--- src/sv/djp_pkg.sv ---
// Shared types and constants of the damped Jacobi Poisson relaxer.
// Used by djp_ctrl, djp_datapath and the top level; depends on nothing.
`timescale 1ns / 1ps

package djp_pkg;

    // Grid geometry: the grid is square, cells stored row-major.
    localparam int GRID_SIDE = 64;
    localparam int IDX_W     = 6;
    localparam int ADDR_W    = 2 * IDX_W;
    localparam int CELLS     = GRID_SIDE * GRID_SIDE;
    localparam int SIDE_W    = 7;
    localparam int DIV_STEPS = 64;

    // Request modes.
    localparam logic [1:0] MODE_WRITE = 2'd0;
    localparam logic [1:0] MODE_RUN   = 2'd1;
    localparam logic [1:0] MODE_READ  = 2'd2;

    // Configuration register indexes.
    localparam logic [1:0] CFG_ACTIVE_SIDE = 2'd0;
    localparam logic [1:0] CFG_SWEEP_PAIRS = 2'd1;
    localparam logic [1:0] CFG_RHO_SCALE   = 2'd2;
    localparam logic [1:0] CFG_WEIGHTING   = 2'd3;

    // Stencil fetch steps: four neighbors, then the center cell.
    localparam logic [2:0] SEL_UP    = 3'd0;
    localparam logic [2:0] SEL_DOWN  = 3'd1;
    localparam logic [2:0] SEL_LEFT  = 3'd2;
    localparam logic [2:0] SEL_RIGHT = 3'd3;
    localparam logic [2:0] SEL_CTR   = 3'd4;

    // Unit weight in Q8.8.
    localparam logic [15:0] UNIT_WEIGHT = 16'd256;

    // Datapath operations, one per cycle.
    typedef enum logic [3:0] {
        OP_NONE,
        OP_CLR,
        OP_MUL,
        OP_ACC,
        OP_SCALE,
        OP_NUM,
        OP_DINIT,
        OP_DSTEP,
        OP_RND,
        OP_WB,
        OP_CLR_FLAGS,
        OP_RUN_OUT,
        OP_READ_OUT
    } op_t;

    // Controller states.
    typedef enum logic [13:0] {
        ST_IDLE  = 14'b00000000000001,
        ST_RD1   = 14'b00000000000010,
        ST_RD2   = 14'b00000000000100,
        ST_RINIT = 14'b00000000001000,
        ST_FETCH = 14'b00000000010000,
        ST_LOAD  = 14'b00000000100000,
        ST_ACCUM = 14'b00000001000000,
        ST_SCALE = 14'b00000010000000,
        ST_NUM   = 14'b00000100000000,
        ST_DINIT = 14'b00001000000000,
        ST_DIV   = 14'b00010000000000,
        ST_RND   = 14'b00100000000000,
        ST_WB    = 14'b01000000000000,
        ST_DONE  = 14'b10000000000000
    } state_t;

    // Commands from controller to datapath.
    typedef struct packed {
        op_t              op;
        logic [2:0]       sel;
        logic [IDX_W-1:0] cur_i;
        logic [IDX_W-1:0] cur_j;
        logic             half;
        logic             wr_cell;
        logic             cap_addr;
        logic             rd_host;
    } cmd_t;

    // Status from datapath to controller.
    typedef struct packed {
        logic [SIDE_W-1:0] side;
        logic [7:0]        pairs;
    } status_t;

endpackage

--- src/sv/djp_ctrl.sv ---
// Controller state machine of the relaxer: request decode, cell and sweep
// counters, stencil step and divider sequencing. Depends on djp_pkg.
`timescale 1ns / 1ps

module djp_ctrl (
    input  logic                clk,
    input  logic                rst_n,
    input  logic                start,
    input  logic [1:0]          mode,
    input  djp_pkg::status_t    status,
    output djp_pkg::cmd_t       cmd,
    output logic                busy,
    output logic                result_valid
);

    djp_pkg::state_t                state_reg, state_next;
    logic [djp_pkg::IDX_W-1:0]      i_reg, i_next;
    logic [djp_pkg::IDX_W-1:0]      j_reg, j_next;
    logic                           half_reg, half_next;
    logic [7:0]                     pair_reg, pair_next;
    logic [2:0]                     k_reg, k_next;
    logic [5:0]                     cnt_reg, cnt_next;
    logic                           strobe_reg, strobe_next;
    logic [djp_pkg::SIDE_W-1:0]     last;
    logic                           no_work;
    logic                           accept;

    assign accept  = start && (state_reg == djp_pkg::ST_IDLE);
    assign last    = status.side - djp_pkg::SIDE_W'(2);
    assign no_work = (status.pairs == 8'd0) || (status.side < djp_pkg::SIDE_W'(3));

    // Next-state and command logic.
    always_comb
    begin
        state_next  = state_reg;
        i_next      = i_reg;
        j_next      = j_reg;
        half_next   = half_reg;
        pair_next   = pair_reg;
        k_next      = k_reg;
        cnt_next    = cnt_reg;
        strobe_next = 1'b0;
        cmd.op       = djp_pkg::OP_NONE;
        cmd.sel      = k_reg;
        cmd.cur_i    = i_reg;
        cmd.cur_j    = j_reg;
        cmd.half     = half_reg;
        cmd.wr_cell  = 1'b0;
        cmd.cap_addr = 1'b0;
        cmd.rd_host  = 1'b0;
        case (state_reg)
            djp_pkg::ST_IDLE:
            begin
                if (accept)
                begin
                    case (mode)
                        djp_pkg::MODE_WRITE: cmd.wr_cell = 1'b1;
                        djp_pkg::MODE_RUN:   state_next = djp_pkg::ST_RINIT;
                        djp_pkg::MODE_READ:
                        begin
                            cmd.cap_addr = 1'b1;
                            state_next   = djp_pkg::ST_RD1;
                        end
                        default: ;
                    endcase
                end
            end
            djp_pkg::ST_RD1:
            begin
                cmd.rd_host = 1'b1;
                state_next  = djp_pkg::ST_RD2;
            end
            djp_pkg::ST_RD2:
            begin
                cmd.op      = djp_pkg::OP_READ_OUT;
                strobe_next = 1'b1;
                state_next  = djp_pkg::ST_IDLE;
            end
            djp_pkg::ST_RINIT:
            begin
                cmd.op    = djp_pkg::OP_CLR_FLAGS;
                i_next    = djp_pkg::IDX_W'(1);
                j_next    = djp_pkg::IDX_W'(1);
                half_next = 1'b0;
                pair_next = 8'd0;
                k_next    = djp_pkg::SEL_UP;
                state_next = no_work ? djp_pkg::ST_DONE : djp_pkg::ST_FETCH;
            end
            djp_pkg::ST_FETCH:
            begin
                // The first fetch of a cell also clears the accumulators.
                if (k_reg == djp_pkg::SEL_UP)
                    cmd.op = djp_pkg::OP_CLR;
                state_next = djp_pkg::ST_LOAD;
            end
            djp_pkg::ST_LOAD:
            begin
                cmd.op     = djp_pkg::OP_MUL;
                state_next = djp_pkg::ST_ACCUM;
            end
            djp_pkg::ST_ACCUM:
            begin
                cmd.op = djp_pkg::OP_ACC;
                if (k_reg == djp_pkg::SEL_CTR)
                    state_next = djp_pkg::ST_SCALE;
                else
                begin
                    k_next     = k_reg + 3'd1;
                    state_next = djp_pkg::ST_FETCH;
                end
            end
            djp_pkg::ST_SCALE:
            begin
                cmd.op     = djp_pkg::OP_SCALE;
                state_next = djp_pkg::ST_NUM;
            end
            djp_pkg::ST_NUM:
            begin
                cmd.op     = djp_pkg::OP_NUM;
                state_next = djp_pkg::ST_DINIT;
            end
            djp_pkg::ST_DINIT:
            begin
                cmd.op     = djp_pkg::OP_DINIT;
                cnt_next   = 6'd0;
                state_next = djp_pkg::ST_DIV;
            end
            djp_pkg::ST_DIV:
            begin
                cmd.op   = djp_pkg::OP_DSTEP;
                cnt_next = cnt_reg + 6'd1;
                if (cnt_reg == 6'(djp_pkg::DIV_STEPS - 1))
                    state_next = djp_pkg::ST_RND;
            end
            djp_pkg::ST_RND:
            begin
                cmd.op     = djp_pkg::OP_RND;
                state_next = djp_pkg::ST_WB;
            end
            djp_pkg::ST_WB:
            begin
                // Write the cell, then step through the interior row-major.
                cmd.op     = djp_pkg::OP_WB;
                k_next     = djp_pkg::SEL_UP;
                state_next = djp_pkg::ST_FETCH;
                if ({1'b0, j_reg} == last)
                begin
                    j_next = djp_pkg::IDX_W'(1);
                    if ({1'b0, i_reg} == last)
                    begin
                        i_next = djp_pkg::IDX_W'(1);
                        if (half_reg)
                        begin
                            half_next = 1'b0;
                            pair_next = pair_reg + 8'd1;
                            if ({1'b0, pair_reg} + 9'd1 == {1'b0, status.pairs})
                                state_next = djp_pkg::ST_DONE;
                        end
                        else
                            half_next = 1'b1;
                    end
                    else
                        i_next = i_reg + djp_pkg::IDX_W'(1);
                end
                else
                    j_next = j_reg + djp_pkg::IDX_W'(1);
            end
            djp_pkg::ST_DONE:
            begin
                cmd.op      = djp_pkg::OP_RUN_OUT;
                strobe_next = 1'b1;
                state_next  = djp_pkg::ST_IDLE;
            end
            default: state_next = djp_pkg::ST_IDLE;
        endcase
    end

    // State and counter registers.
    always_ff @(posedge clk or negedge rst_n)
    begin
        if (!rst_n)
        begin
            state_reg  <= djp_pkg::ST_IDLE;
            i_reg      <= '0;
            j_reg      <= '0;
            half_reg   <= 1'b0;
            pair_reg   <= '0;
            k_reg      <= '0;
            cnt_reg    <= '0;
            strobe_reg <= 1'b0;
        end
        else
        begin
            state_reg  <= state_next;
            i_reg      <= i_next;
            j_reg      <= j_next;
            half_reg   <= half_next;
            pair_reg   <= pair_next;
            k_reg      <= k_next;
            cnt_reg    <= cnt_next;
            strobe_reg <= strobe_next;
        end
    end

    assign busy         = (state_reg != djp_pkg::ST_IDLE);
    assign result_valid = strobe_reg;

endmodule

--- config.mk ---
export PLATFORM = sky130hd
export DESIGN_NAME = djp_ctrl
export DESIGN_NICKNAME = d
export VERILOG_FILES = /design/src/sv/djp_pkg.sv /design/src/sv/djp_ctrl.sv
export SDC_FILE = /design/constraint.sdc
export NUM_CORES = 1
export LEC_CHECK = 0
export BUFFER_PORTS_ARGS = -buffer_cell sky130_fd_sc_hd__buf_4
export CELL_PAD_IN_SITES_DETAIL_PLACEMENT = 0
export CELL_PAD_IN_SITES_GLOBAL_PLACEMENT = 1
export CORE_ASPECT_RATIO = 0.75
export CORE_MARGIN = 4
export CORE_UTILIZATION = 47
export CTS_CLUSTER_SIZE = 16
export DETAILED_ROUTE_END_ITERATION = 10
export GPL_TIMING_DRIVEN = 0
export PLACE_DENSITY_LB_ADDON = 0.3
export SLEW_MARGIN = 20
export SYNTH_ARGS = -nofsm -noshare
export SYNTH_HDL_FRONTEND = slang
export SYNTH_SLANG_ARGS = --single-unit
--- constraint.sdc ---
create_clock -name clk -period 4.5 [get_ports clk]
set_input_delay 0 -clock clk [delete_from_list [all_inputs] [get_ports clk]]
set_output_delay 0 -clock clk [all_outputs]
set_load 0.05 [all_outputs]
==> summary.txt <==
CTS
  • Clock Tree Root: clkbuf_8
  • Post-CTS setup buffers: 0
  • Clk_lat worst skew: 0.29 ns
  • Clk sinks: 45
  • Worst-path clk slew: 0.09 ns
  • Bufs on Longest Clock Path: 2
  • Num CTS Buffers: 5
  • CTS H-tree lvls: 2
  • TritonCTS clock tree: yes

Layout
  • Final instance area: 3650 sq um
  • Layout cell share with drive strength beyond 1: approximately 18%
  • Commonest cells after routing, fill and taps aside: nand2_1, buf_4, dfrtp_1, xnor2_1, nor2_1
  • Max FFs per register: 14
  • P&R area growth vs syn: 17.8%
  • Final Util: 57.5%
  • Antenna cell count: 0
  • Commonest non-fill, non-tap cell in the layout: nand2_1
  • Layout Nets: around 440

Power
  • P_leak: 1.62 nW
  • Max VDD drop: 0.000262 V
  • Net Switching: 568 uW
  • Clock power frac: 18.3%
  • P_int: between 700 and 800 uW
  • Combinational share of power: 41.0%
  • Pwr dens: 372 nW/um^2
  • Sw Ratio: a little over two fifths
  • Reg power frac: 40.7%

Floorplan
  • Chip width: 102 microns
  • CORE AREA: 6350 sq um
  • I/O pins: 45
  • Starting density of the core: 48.8%
  • Die H: between 70 and 80 microns
  • Num rows: 25
  • Die area: 7960 sq um

Setup path
  • CP arrival: 3.40 ns
  • CP endpoint kind: flip-flop
  • Worst R2R Path Depth: 7
  • Critical path class: flip-flop to flip-flop
  • R2R setup slack: 1.32 ns
  • Crit path max fanout: 10
  • Crit path buf inv count: 1
  • Crit path cell chain: or3_1, nor4_1, nand2_1, or4_4, buf_6, nor4_4, mux2i_1
  • Crit path max-delay family: simple AND/OR/NAND/NOR gates
  • Crit path required time: 4.72 ns
  • Worst r2r dst: pair_reg[6]$_DFFE_PN0P_
  • Reg2reg start: state_reg[6]$_DFFE_PN0P_
  • CP peak stage delay: 0.73 ns
  • Crit-path slowest cell: nor4_1
  • CP Launch Type: flip-flop

Synth
  • Main synth FF type: dfrtp_1
  • Post-Syn Instances: 359
  • FFs w/ async S/R, synth: 100%
  • Synth Cell Area: 3100 sq um
  • Synth top area cells: dfrtp_1, xnor2_1, nand2_1
  • Register area share after synthesis: a little over a third
  • Yosys top cell by area: dfrtp_1
  • #FFs+latches synth: 45
  • Post-synthesis cell type count: 48
  • Post-synth EDFFs: 0
  • Mapped Avg Cell Area: roughly 8.6 sq um
  • Synth top area share: between 30% and 40%
  • Post-synth net total: roughly 390
  • Synthesis Warnings: 0

STA
  • Max-slew violation count: 0
  • RSZ-0062 raised after global routing: no
  • Clk_skew: 0.00922 ns
  • Hold slack: 0.0133 ns
  • Fin Setup TNS: 0 ns
  • Min Tclk post-route: ~3.2 ns
  • Worst slew pin tran: 0.894 ns
  • Final period utilization: 70.7%
  • Max Clk Rate: 315 MHz
  • # setup viols final: 0
  • Final Hold Viols: 0
  • Relative slew slack: 39.9%

Route
  • WL met2: 3.14 mm
  • DRC viols: 0
  • Met1 WL: 3.87 mm
  • Met3 wire length: 374 microns
  • Final wirelength: 7.44 mm
  • DRT Pass-1 Iters: 4
  • Highest metal used: met4
  • DRT iter0 DRCs: 133
  • ANT nets after route: 0
  • Vias: 2760
  • Vias/cell: ~5.6
  • Drt wl/cell: 15.0 microns

Placed design
  • Area after DPL: 3520 sq um
  • Hpwl dp: between 5 and 6 mm
  • # port buffers: 43
  • Routability cong.: 0.849

Hold path
  • Hold_sp: start
  • Hold Path Class: input port to flip-flop
  • Min-Delay Endpoint: state_reg[0]$_DFFE_PN1P_
  • WHS Path Cells: 3

Global routing
  • Vias in the first global route: approximately 2600
  • Largest net degree at the start of global routing: 46
  • Total track usage: 20.0%
  • Initial antenna violation count: 0
  • Overflow after GRT: 0
  • Global-route wire length before repair: between 10 and 15 mm

Status
  • Outcome: completed

Run
  • Maxcap violations: 0
==> routing by layer <==
metal,vias to the layer above,global-route usage (%)
li1,1384,-
met1,1311,30.1
met2,58,28.7
met3,7,5.33
met4,0,3.85
met5,-,0
==> Yosys cell counts, types with 8 or more instances <==
cell,count
nand2_1,48
dfrtp_1,44
xnor2_1,26
nor2_1,25
nand3_1,23
a21oi_1,15
nor3_1,14
o21ai_0,14
xor2_1,13
inv_1,12
nor3b_1,10
or2_2,10
clkbuf_1,8
ha_1,8
==> worst min-delay path: stages <==
cell	delay, ns
buf_4	0.11
nand2_1	0.05
a32o_1	0.11
==> worst max-delay path by stage <==
stage / start / endpoint / slack, ns / cells after the start
after detailed placement: state_reg[8]$_DFFE_PN0P_ / pair_reg[6]$_DFFE_PN0P_ / 1.39 / 7
after floorplan: state_reg[11]$_DFFE_PN0P_ / cmd[1] / 1.55 / 6
after CTS: state_reg[6]$_DFFE_PN0P_ / pair_reg[6]$_DFFE_PN0P_ / 1.36 / 7
final: state_reg[6]$_DFFE_PN0P_ / pair_reg[6]$_DFFE_PN0P_ / 1.32 / 7
after global placement: state_reg[8]$_DFFE_PN0P_ / pair_reg[6]$_DFFE_PN0P_ / 1.38 / 7
after global routing: state_reg[11]$_DFFE_PN0P_ / cmd[22] / 1.07 / 7
==> power by group through the flow <==
stage,Clock [mW],Combinational [mW],Sequential [mW]
floorplan,0,0.315,0.633
global placement,0,0.544,0.556
detailed placement,0,0.552,0.560
CTS,0.261,0.558,0.552
global route,0.282,0.612,0.567
finish,0.248,0.556,0.553
==> metrics by stage <==
step	setup WS (ns)	power, mW	instances
2_1_floorplan	1.55	0.948	359
3_3_place_gp	1.38	1.10	483
3_5_place_dp	1.39	1.11	483
4_1_cts	1.36	1.37	495
5_1_grt	1.07	1.46	495
6_report	1.32	1.36	495
==> cell families (layout without fill, tap and decap cells) <==
group | count (synthesis) | after routing | synth area share (%)
simple gates | 176 | 176 | 30.4
flops | 45 | 45 | 36.4
fa+ha+maj | 8 | 8 | 3.23
xor+xnor | 39 | 39 | 11.0
compound gates | 58 | 58 | 12.2
mux | 9 | 9 | 2.99
buf+inv | 24 | 79 | 3.76
==> cell type report <==
cell class	count	area, sq um
Tap cell	81	101
Inverter	12	45.0
Timing Repair Buffer	47	363
Multi-Input combinational cell	290	1850
Fill cell	595	2700
Sequential cell	45	1130
Clock buffer	6	72.6
Clock inverter	2	15.0
Buffer	12	71.3
==> what timing repair did <==
item | in CTS | in global routing
hold endpoints to repair | 46 | 0
endpoints found under the setup margin | 0 | 0
hold buffers | 4 | 0
gates resized for setup | 0 | 0
Note: power is estimated with default switching activity, not from simulation.
